[config.mk]
export PLATFORM = sky130hd
export DESIGN_NAME = round_robin_wait_time_unit
export DESIGN_NICKNAME = d
export VERILOG_FILES = /design/src/rrwt_pkg.sv /design/src/rrwt_ctrl.sv /design/src/rrwt_datapath.sv /design/src/round_robin_wait_time_unit.sv
export SDC_FILE = /design/constraint.sdc
export NUM_CORES = 2
export LEC_CHECK = 0
export BUFFER_PORTS_ARGS = -buffer_cell sky130_fd_sc_hd__buf_4
export CORE_ASPECT_RATIO = 1.75
export CORE_MARGIN = 4
export CORE_UTILIZATION = 40
export DETAILED_ROUTE_END_ITERATION = 10
export GPL_ROUTABILITY_DRIVEN = 0
export SLEW_MARGIN = 20
export SYNTH_ARGS = -nofsm -noshare
export SYNTH_HDL_FRONTEND = slang
export SYNTH_SLANG_ARGS = --single-unit
[constraint.sdc]
create_clock -name i_clk -period 11.2 [get_ports i_clk]
set_input_delay 0 -clock i_clk [delete_from_list [all_inputs] [get_ports i_clk]]
set_output_delay 0 -clock i_clk [all_outputs]
set_load 0.1 [all_outputs]
[src/rrwt_pkg.sv]
`timescale 1ns / 1ps

package rrwt_pkg;

    localparam int SLICE_W      = 16;
    localparam int IN_BURST_W   = 16;
    localparam int IDX_W        = 6;
    localparam int WAIT_W       = 22;
    localparam int TOT_W        = 28;
    localparam int IN_TDATA_W   = 16;
    localparam int OUT_TDATA_W  = 112;
    localparam int OUT_PAD_W    = OUT_TDATA_W - (IDX_W + 2 * WAIT_W + 2 * TOT_W);

    localparam logic [SLICE_W-1:0] SLICE_RESET = SLICE_W'(4);

    typedef enum logic [2:0] {
        ST_IDLE,
        ST_SCHED_RD,
        ST_SCHED_EX,
        ST_OUT_RD,
        ST_OUT_EX,
        ST_OUT_HOLD
    } t_state;

    // controller -> datapath
    typedef struct packed {
        logic load;     // store one burst
        logic step;     // run one job of the current pass
        logic emit;     // build one result
        logic advance;  // result taken, move on
    } t_cmd;

    // datapath -> controller
    typedef struct packed {
        logic full_next;  // this load fills the store
        logic idx_last;   // pointer on last job of batch
        logic busy_any;   // some job ran in this pass
    } t_stat;

endpackage

[src/rrwt_ctrl.sv]
`timescale 1ns / 1ps

module rrwt_ctrl
    import rrwt_pkg::*;
(
    input  logic  i_clk,
    input  logic  i_rst_n,
    input  logic  i_in_valid,
    input  logic  i_in_last,
    input  logic  i_out_ready,
    input  t_stat i_stat,
    output t_cmd  o_cmd,
    output logic  o_in_ready,
    output logic  o_out_valid
);

    t_state r_state;
    t_state n_state;

    always_ff @(posedge i_clk) begin
        if (!i_rst_n) begin
            r_state <= ST_IDLE;
        end else begin
            r_state <= n_state;
        end
    end

    always_comb begin
        n_state = r_state;
        case (r_state)
            ST_IDLE: begin
                if (i_in_valid && (i_in_last || i_stat.full_next)) begin
                    n_state = ST_SCHED_RD;
                end
            end
            ST_SCHED_RD: begin
                n_state = ST_SCHED_EX;
            end
            ST_SCHED_EX: begin
                if (i_stat.idx_last && !i_stat.busy_any) begin
                    n_state = ST_OUT_RD;
                end else begin
                    n_state = ST_SCHED_RD;
                end
            end
            ST_OUT_RD: begin
                n_state = ST_OUT_EX;
            end
            ST_OUT_EX: begin
                n_state = ST_OUT_HOLD;
            end
            ST_OUT_HOLD: begin
                if (i_out_ready) begin
                    n_state = i_stat.idx_last ? ST_IDLE : ST_OUT_RD;
                end
            end
            default: begin
                n_state = ST_IDLE;
            end
        endcase
    end

    always_comb begin
        o_cmd       = '0;
        o_in_ready  = 1'b0;
        o_out_valid = 1'b0;
        case (r_state)
            ST_IDLE: begin
                o_in_ready = 1'b1;
                o_cmd.load = i_in_valid;
            end
            ST_SCHED_EX: begin
                o_cmd.step = 1'b1;
            end
            ST_OUT_EX: begin
                o_cmd.emit = 1'b1;
            end
            ST_OUT_HOLD: begin
                o_out_valid   = 1'b1;
                o_cmd.advance = i_out_ready;
            end
            default: begin
                o_cmd = '0;
            end
        endcase
    end

endmodule

[src/rrwt_datapath.sv]
`timescale 1ns / 1ps

module rrwt_datapath
    import rrwt_pkg::*;
#(
    parameter int MAX_JOBS   = 64,
    parameter int BURST_BITS = 16
) (
    input  logic                  i_clk,
    input  logic                  i_rst_n,
    input  logic                  i_cfg_we,
    input  logic [SLICE_W-1:0]    i_cfg_wdata,
    input  logic [IN_BURST_W-1:0] i_burst,
    input  t_cmd                  i_cmd,
    output t_stat                 o_stat,
    output logic [IDX_W-1:0]      o_job_index,
    output logic [WAIT_W-1:0]     o_waiting,
    output logic [WAIT_W-1:0]     o_turnaround,
    output logic [TOT_W-1:0]      o_total_waiting,
    output logic [TOT_W-1:0]      o_total_turnaround,
    output logic                  o_last_result
);

    localparam int ADDR_W = $clog2(MAX_JOBS);
    localparam int CNT_W  = $clog2(MAX_JOBS + 1);
    localparam int CMP_W  = (BURST_BITS > SLICE_W) ? BURST_BITS : SLICE_W;

    logic [BURST_BITS-1:0] mem_orig [MAX_JOBS];
    logic [BURST_BITS-1:0] mem_rem  [MAX_JOBS];
    logic [WAIT_W-1:0]     mem_wait [MAX_JOBS];

    logic [CNT_W-1:0]      r_count;
    logic [ADDR_W-1:0]     r_idx;
    logic                  r_busy;
    logic [SLICE_W-1:0]    r_slice;
    logic [WAIT_W-1:0]     r_clock;
    logic [TOT_W-1:0]      r_tw;
    logic [TOT_W-1:0]      r_tt;
    logic [BURST_BITS-1:0] r_orig_q;
    logic [BURST_BITS-1:0] r_rem_q;
    logic [WAIT_W-1:0]     r_wait_q;

    logic [IDX_W-1:0]      r_out_idx;
    logic [WAIT_W-1:0]     r_out_w;
    logic [WAIT_W-1:0]     r_out_t;
    logic [TOT_W-1:0]      r_out_tw;
    logic [TOT_W-1:0]      r_out_tt;
    logic                  r_out_last;

    logic [ADDR_W-1:0]     wr_addr;
    logic [BURST_BITS-1:0] load_burst;
    logic [CMP_W-1:0]      quantum;
    logic [CMP_W-1:0]      rem_ext;
    logic                  active;
    logic                  finish;
    logic [CMP_W-1:0]      run_time;
    logic [BURST_BITS-1:0] n_rem;
    logic [WAIT_W-1:0]     n_clock;
    logic [WAIT_W-1:0]     n_wait;
    logic [WAIT_W-1:0]     turn;
    logic [31:0]           idx_ext;

    assign wr_addr    = i_cmd.load ? r_count[ADDR_W-1:0] : r_idx;
    assign load_burst = BURST_BITS'(i_burst);

    // zero slice behaves as one
    assign quantum  = (r_slice == '0) ? CMP_W'(1) : CMP_W'(r_slice);
    assign rem_ext  = CMP_W'(r_rem_q);
    assign active   = (r_rem_q != '0);
    assign finish   = (rem_ext <= quantum);
    assign run_time = finish ? rem_ext : quantum;
    assign n_rem    = finish ? '0 : BURST_BITS'(rem_ext - quantum);
    assign n_clock  = r_clock + WAIT_W'(run_time);
    assign n_wait   = n_clock - WAIT_W'(r_orig_q);

    assign turn     = (r_orig_q == '0) ? '0 : WAIT_W'(r_orig_q) + r_wait_q;
    assign idx_ext  = 32'(r_idx);

    assign o_stat.full_next = (r_count == CNT_W'(MAX_JOBS - 1));
    assign o_stat.idx_last  = (CNT_W'(r_idx) == r_count - CNT_W'(1));
    assign o_stat.busy_any  = r_busy | active;

    // memories: one write port, one registered read port
    always_ff @(posedge i_clk) begin
        if (i_cmd.load) begin
            mem_orig[wr_addr] <= load_burst;
        end
        r_orig_q <= mem_orig[r_idx];
    end

    always_ff @(posedge i_clk) begin
        if (i_cmd.load || (i_cmd.step && active)) begin
            mem_rem[wr_addr] <= i_cmd.load ? load_burst : n_rem;
        end
        r_rem_q <= mem_rem[r_idx];
    end

    always_ff @(posedge i_clk) begin
        if (i_cmd.load || (i_cmd.step && active && finish)) begin
            mem_wait[wr_addr] <= i_cmd.load ? '0 : n_wait;
        end
        r_wait_q <= mem_wait[r_idx];
    end

    always_ff @(posedge i_clk) begin
        if (!i_rst_n) begin
            r_count <= '0;
            r_idx   <= '0;
            r_busy  <= 1'b0;
            r_slice <= SLICE_RESET;
        end else begin
            if (i_cfg_we) begin
                r_slice <= i_cfg_wdata;
            end
            if (i_cmd.load) begin
                r_count <= r_count + CNT_W'(1);
                r_idx   <= '0;
                r_busy  <= 1'b0;
            end else if (i_cmd.step) begin
                if (o_stat.idx_last) begin
                    r_idx  <= '0;
                    r_busy <= 1'b0;
                end else begin
                    r_idx  <= r_idx + ADDR_W'(1);
                    r_busy <= o_stat.busy_any;
                end
            end else if (i_cmd.advance) begin
                if (o_stat.idx_last) begin
                    r_idx   <= '0;
                    r_count <= '0;
                end else begin
                    r_idx <= r_idx + ADDR_W'(1);
                end
            end
        end
    end

    always_ff @(posedge i_clk) begin
        if (i_cmd.load) begin
            r_clock <= '0;
            r_tw    <= '0;
            r_tt    <= '0;
        end else if (i_cmd.step && active) begin
            r_clock <= n_clock;
        end else if (i_cmd.emit) begin
            r_tw <= r_tw + TOT_W'(r_wait_q);
            r_tt <= r_tt + TOT_W'(turn);
        end
    end

    always_ff @(posedge i_clk) begin
        if (i_cmd.emit) begin
            r_out_idx  <= idx_ext[IDX_W-1:0];
            r_out_w    <= r_wait_q;
            r_out_t    <= turn;
            r_out_tw   <= r_tw + TOT_W'(r_wait_q);
            r_out_tt   <= r_tt + TOT_W'(turn);
            r_out_last <= o_stat.idx_last;
        end
    end

    assign o_job_index        = r_out_idx;
    assign o_waiting          = r_out_w;
    assign o_turnaround       = r_out_t;
    assign o_total_waiting    = r_out_tw;
    assign o_total_turnaround = r_out_tt;
    assign o_last_result      = r_out_last;

endmodule

[src/round_robin_wait_time_unit.sv]
`timescale 1ns / 1ps

// Round-robin wait time unit. Burst times come in one request per cycle and
// are kept in on-chip memory; the request marked tlast, or the one that fills
// the store of MAX_JOBS entries, starts scheduling. Scheduling walks the
// stored jobs in load order, pass after pass, with a registered memory read
// and then an update for each job in each pass, until a pass in which no
// job ran. Results then leave in load order, one at a time; each is read
// from the job memories, built in the result register and held until taken.
// New bursts are taken only when no batch is in flight. The slice register
// may be written only while the unit is idle; a zero slice counts as one.

module round_robin_wait_time_unit
    import rrwt_pkg::*;
#(
    parameter int MAX_JOBS   = 64,
    parameter int BURST_BITS = 16
) (
    input  logic                   i_clk,
    input  logic                   i_rst_n,
    // time slice register
    input  logic                   i_cfg_we,
    input  logic [SLICE_W-1:0]     i_cfg_wdata,
    // burst requests
    input  logic                   s_axis_tvalid,
    output logic                   s_axis_tready,
    input  logic [IN_TDATA_W-1:0]  s_axis_tdata,   // [15:0] burst_time
    input  logic                   s_axis_tlast,   // last_job
    // per-job results
    output logic                   m_axis_tvalid,
    input  logic                   m_axis_tready,
    // [5:0] job_index, [27:6] waiting_time, [49:28] turnaround_time,
    // [77:50] total_waiting, [105:78] total_turnaround, [111:106] zero
    output logic [OUT_TDATA_W-1:0] m_axis_tdata,
    output logic                   m_axis_tlast    // last_result
);

    t_cmd              cmd;
    t_stat             stat;
    logic [IDX_W-1:0]  job_index;
    logic [WAIT_W-1:0] waiting;
    logic [WAIT_W-1:0] turnaround;
    logic [TOT_W-1:0]  total_waiting;
    logic [TOT_W-1:0]  total_turnaround;

    // sequencing: load, scheduling passes, result drain
    rrwt_ctrl u_ctrl (
        .i_clk       (i_clk),
        .i_rst_n     (i_rst_n),
        .i_in_valid  (s_axis_tvalid),
        .i_in_last   (s_axis_tlast),
        .i_out_ready (m_axis_tready),
        .i_stat      (stat),
        .o_cmd       (cmd),
        .o_in_ready  (s_axis_tready),
        .o_out_valid (m_axis_tvalid)
    );

    // job memories, clock, totals and result register
    rrwt_datapath #(
        .MAX_JOBS   (MAX_JOBS),
        .BURST_BITS (BURST_BITS)
    ) u_dp (
        .i_clk              (i_clk),
        .i_rst_n            (i_rst_n),
        .i_cfg_we           (i_cfg_we),
        .i_cfg_wdata        (i_cfg_wdata),
        .i_burst            (s_axis_tdata),
        .i_cmd              (cmd),
        .o_stat             (stat),
        .o_job_index        (job_index),
        .o_waiting          (waiting),
        .o_turnaround       (turnaround),
        .o_total_waiting    (total_waiting),
        .o_total_turnaround (total_turnaround),
        .o_last_result      (m_axis_tlast)
    );

    assign m_axis_tdata = {{OUT_PAD_W{1'b0}}, total_turnaround, total_waiting,
                           turnaround, waiting, job_index};

endmodule

* After elaboration in Yosys (flattened, before gate mapping) *
Memories as Yosys holds them, arrays and structs flattened. A register that Yosys moved wholly into a read port is not among the register bits.
Cells that the tools add are included.

word-level totals
  memory bits (writable) = 3456
  output and inout bits = 115
  memories = 3
  register bits after elaboration = 218
  word-level logic and storage cells = 91

operators by class
  multiplexer cells = 32
  eq/ne operators = 10
  magnitude comparators = 1
  add/subtract/negate cells = 9
  reductions and logical operators = 19
  bitwise operators = 3

memories
  memory         depth  width  rd ports  clocked after Yosys merged registers in  wr ports  RTL line             text
  u_dp.mem_wait  64     22     1         1                                        1         rrwt_datapath.sv:30  logic [WAIT_W-1:0] mem_wait [MAX_JOBS];
  u_dp.mem_orig  64     16     1         1                                        1         rrwt_datapath.sv:28  logic [BURST_BITS-1:0] mem_orig [MAX_JOBS];
  u_dp.mem_rem   64     16     1         1                                        1         rrwt_datapath.sv:29  logic [BURST_BITS-1:0] mem_rem [MAX_JOBS];

operator list
  operator             count
  $mux 16              4
  $add 28x22->28       2
  $mux 22              2
  $logic_not 16->1     2
  $mux 7               4
  $mux 6               4
  $add 16x22->22       1
  $add 22x16->22       1
  $sub 22x16->22       1
  $pmux 3 s6           1
  $le 16x16->1         1
  $reduce_bool 16->1   1
  $sub 16x16->16       1
  $mux 1               13
  $add 7x1->7 const B  1
  $eq 6x7->1           1
  $eq 7x6->1 const B   1
  $sub 7x1->7 const B  1
  $add 6x1->6 const B  1
  $eq 3x2->1 const B   2
  $eq 3x3->1 const B   2
  $mux 3               2
  $reduce_bool 2->1    3
  $logic_and 1x1->1    4
  other kinds (12)     18

* Depth between registers and ports, before layout *
  word-level depth = 7
  gate-level depth with buffers = 32
  mapped depth without buffers = 31

* Modules after synthesis *
From an unflattened synthesis, not the netlist that was laid out.

second synthesis, totals
  cell total of the unflattened synthesis = 6749
  area total of the unflattened synthesis = 146920.9 um^2

modules (own cells, without submodules)
  module                      cells an instance  sequential area each (um^2)  instances  area an instance (um^2)
  rrwt_datapath               6713               110235.7                     1          146636.9
  rrwt_ctrl                   29                 60.1                         1          235.2
  round_robin_wait_time_unit  7                  0.0                          1          48.8

* Worst setup path after synthesis *
No wires, ideal clock.

  path kind = register to register
  start point = reg u_dp.r_slice[7]
  end point = mem u_dp.mem_wait[0][20] (data pin)
  cell stages (with the launch flop) = 31
  arrival = 8052 ps
  setup slack = 2467 ps
  path through = dfxtp_1 nor4_1 a41o_1 ha_1 fa_1 nor2b_1 o21ai_1 a21boi_1 o311a_1 o211ai_1 a21oi_1 or2_2 clkbuf_1 o21ai_0 ha_1 a211oi_1 o21ai_0 and2_1 o21ai_0 nand2b_1 a21oi_1 xnor2_1 ha_1 and4_1 and3_1 nand3_1 a31oi_1 nor3_1 nor2_1 nor3_1 nor3_1

between the ends
  longest elaborated chain between the ends = 7

RTL lines
  what                       RTL line              text
  start, declared            rrwt_datapath.sv:35   logic [SLICE_W-1:0] r_slice;
  start signal, assigned     rrwt_datapath.sv:113  r_slice <= i_cfg_wdata;
  $logic_not 16->1           rrwt_datapath.sv:67   assign quantum = (r_slice == '0) ? CMP_W'(1) : CMP_W'(r_slice);
  $mux 16 *                  rrwt_datapath.sv:67
  $le 16x16->1               rrwt_datapath.sv:70   assign finish = (rem_ext <= quantum);
  $mux 16 *                  rrwt_datapath.sv:71   assign run_time = finish ? rem_ext : quantum;
  $add 22x16->22 *           rrwt_datapath.sv:73   assign n_clock = r_clock + WAIT_W'(run_time);
  named net u_dp.n_clock[9]  rrwt_datapath.sv:58   logic [WAIT_W-1:0] n_clock;
  $sub 22x16->22 *           rrwt_datapath.sv:74   assign n_wait = n_clock - WAIT_W'(r_orig_q);
  $mux 22 *                  rrwt_datapath.sv:100  mem_wait[wr_addr] <= i_cmd.load ? '0 : n_wait;
  end, declared              rrwt_datapath.sv:30

Mark *: on every way through the listed nets, which the timed path passes. The rest lies on a longest branch.

* Final worst setup path *
  start point = reg u_dp.r_slice[8]
  end point = mem u_dp.mem_wait[22][18] (data pin)

Same word-level chain as after synthesis.

==> out/results.txt <==
Crit path launch type: register
Max Slew Vio Count: 0
DRT iter0 DRCs: 7693
Area Overhead vs Synth: 14.0%
Reg2Reg Depth: 31
Critical Path Most Common Cell: ha_1
Post-CTS Setup Bufs: 0
Sw Share: 22.4%
TritonCTS Buffers: 333
Max_cap viols: 0
Syn avg cell area: 21.7 um^2
Die area: 377000 um^2
Post-DP HPWL: 241 mm
Crit end category: register
Synth unique cells: 89
CTS tree: built
Slowest cell on crit path: nor2_4
Synth Register Bits: 3728
Die W: 466 um
Worst slew pin tran: 1.14 ns
Htree depth: 5
Synth Instances: 6764
Fin crit period: 9.11 ns
Core Footprint: 364000 um^2
Starting Density: 40.3%
Fill cells: 30200
TNS Setup: 0 ns
Via count: 71700
Final setup fails: 0
EDFF count, synth: 3563
Reg2reg end: u_dp.mem_wait[22][18]
Layout Skew: 0.0893 ns
Worst r2r src: u_dp.r_slice[8]
Routed wire length: 396 mm
First-pass GRT wire length: 563 mm
Seq/Total Area, Yosys: 75.2%
Via-to-Cell Ratio: 5.76
Crit path DAT: 9.70 ns
Final cell count without fillers: 12400
Setup crit end: u_dp.mem_wait[22][18]
Slew Limit Headroom: 23.8%
Power share of the clock group: 39.3%
LEAKAGE: 51.2 nW
Crit path launch: u_dp.r_slice[8]
Placed cells: 11700
Worst-path clk slew: 0.07 ns
Ports: 153
Peak supply drop: 136 uV
CP Max Fanout: 64
R2R Setup Slk: 2.09 ns
Pwr per Cell Area: 177 nW/um^2
Asr flop ratio synth: 0%
Min-delay src: i_cfg_we
I/O Buffers: 146
Hold_buf cts: 75
WL/cell: 31.8 um
Fin crit share: 81.3%
Fmax: 110 MHz
Crit path kind: reg -> reg
Gate power share: 6.3%
Ys flop type: edfxtp_1
CTS Buffer Depth: 4
Ys Warns: 0
Status: completed
Antenna violations before repair: 43
Int Power: 22.9 mW
Nets: 7434
Sw power: 6.61 mW
Worst-skew pair later-pin latency: 0.94 ns
Multi-input logic area: 35400 um^2
Data required time of the critical path: 11.79 ns
Cts repair resizes: 0
Routed Antenna Nets: 0
CTS Sinks: 3728
Grt total ovfl: 0
Total Routing Usage GR: 20.8%
Largest net degree at the start of global routing: 141
Sequential power share: 54.4%
Die Y: 809 um
RSZ-0062 raised after global routing: false
CTS root buf: clkbuf_16
DRC Markers: 0
Share of cells above drive strength 1: 29.5%
Worst Hold Class: in -> reg
Seq. cell area: 110000 um^2
Row cnt: 293
Vias in the first global route: 74200
Fin. Hold Viols: 0
CP peak stage delay: 0.90 ns
Post-Syn Area: 147000 um^2
DRT Pass-1 Iters: 6
[power groups by stage]
stage | combinational (mW) | sequential [mW] | clock, mW
after global routing | 2.01 | 16.1 | 12.4
after floorplan | 0.950 | 16.4 | 0
after detailed placement | 1.84 | 16.4 | 0
after global placement | 1.74 | 16.4 | 0
after CTS | 1.86 | 16.1 | 11.8
final | 1.87 | 16.1 | 11.6
[layer usage]
metal / track usage [%] / vias up / wire (um)
met5: 0 / - / 13
met4: 10.0 / 2 / 20700
met3: 2.69 / 689 / 23300
met2: 37.2 / 2792 / 211000
met1: 24.9 / 38900 / 141000
li1: - / 29300 / -
[cell usage after synthesis, types with 10 or more instances]
cell type	instances	area (um^2)
nand2_1	244	916
a31oi_1	18	113
nor2_1	303	1140
a21oi_1	122	611
buf_1	59	221
nand2b_1	22	138
nor3_1	43	215
xnor2_1	70	613
xor2_1	45	394
o21a_1	24	180
a211oi_1	16	120
nand3_1	63	315
o21bai_1	12	90.1
clkbuf_1	212	796
or2_2	11	68.8
ha_1	111	1390
mux2i_1	26	260
mux4_2	1134	25500
or3_1	10	62.6
edfxtp_1	3563	107000
a21o_1	28	210
dfxtp_1	165	3300
inv_1	75	282
and2_1	10	62.6
and3_1	13	81.3
nand4_1	11	68.8
nor4_1	14	87.6
o211ai_1	11	82.6
o31ai_1	20	150
o21ai_0	89	445
buf_2	58	290
nor2b_1	36	225
[sequential cells by signal (all words and copies together) (netlist names), 22 cells and up]
register                 cells
u_dp.r_tt                   28
u_dp.mem_rem              1024
u_dp.o_waiting              22
u_dp.r_wait_q               22
u_dp.mem_wait             1408
u_dp.mem_orig             1024
u_dp.r_tw                   28
u_dp.o_total_turnaround     28
u_dp.o_turnaround           22
u_dp.r_clock                22
u_dp.o_total_waiting        28
[worst max-delay path, delay by kind of cell, from the launching register on]
kind                     cells  cell delay [ns]
AO/OA/AOI/OAI               13             3.22
XOR/XNOR                     1             0.13
adder cells (fa/ha/maj)      4             1.17
buffers and inverters        1             0.52
flip-flops                   1             0.35
multiplexers                 2             0.47
AND/OR/NAND/NOR             10             2.90
[worst min-delay path by stage]
stage / endpoint / cells past startpoint
2_1_floorplan: u_dp.mem_orig[0][0] / 0
3_3_place_gp: u_dp.r_slice[5] / 3
3_5_place_dp: u_dp.r_slice[5] / 3
4_1_cts: u_dp.mem_orig[52][9] / 2
5_1_grt: u_dp.mem_orig[50][9] / 2
6_report: u_dp.r_slice[2] / 3
[kinds of logic after synthesis]
logic type                 Yosys count  share of synthesized area [%]
AOI/OAI and AO/OA                  414                           1.86
and+or+nand+nor                    814                           2.49
buffers and inverters              415                           1.16
DFF                               3728                           75.2
other                                1                        0.00256
xor gates and xnor gates           115                          0.687
muxes                             1160                           17.6
adders and majority gates          117                           1.03
[metrics by stage]
stage               power, mW  util (%)  worst slack, ns  instance area, um^2  hold slack, ns
finish                   29.6      45.9             2.09               167000          0.0880
global route             30.5      45.9             1.46               167000          0.0393
CTS                      29.8      45.8             2.18               167000         0.00564
detailed placement       18.2      42.6             2.28               155000           0.361
global placement         18.1      42.6             2.49               155000           0.355
floorplan                17.3         -             2.47               147000          0.0989
[final cells by class]
cell class | instances | share of cell area [%]
sequential | 3728 | 66.0
multi-input combinational | 2626 | 21.2
clock buffer | 400 | 5.23
tap | 4867 | 3.64
timing repair buffer | 515 | 2.48
clock inverter | 198 | 1.26
inverter | 75 | 0.171
antenna | 37 | 0.0554
[layout by cell type (no fill, tap or decap), types with 18 or more instances in the layout]
cell              n
nor2b_1          36
clkinv_1         71
o21a_1           24
nand2_1         242
mux4_2         1134
nand3_1          63
bufinv_16        40
buf_4           432
xor2_1           45
clkbuf_1         57
mux2i_1          25
ha_1            111
dfxtp_1         159
xnor2_1          70
diode_2          37
inv_1            74
nor2_2           89
o21ai_0          86
a21o_1           28
edfxtp_1       3563
nor3_1           40
dlygate4sd3_1    75
clkbuf_16       338
nor2_4           18
clkinv_2         58
nor2_1          196
nand2b_1         22
a21oi_1         120
No activity file was read; power rests on OpenSTA's default activity.
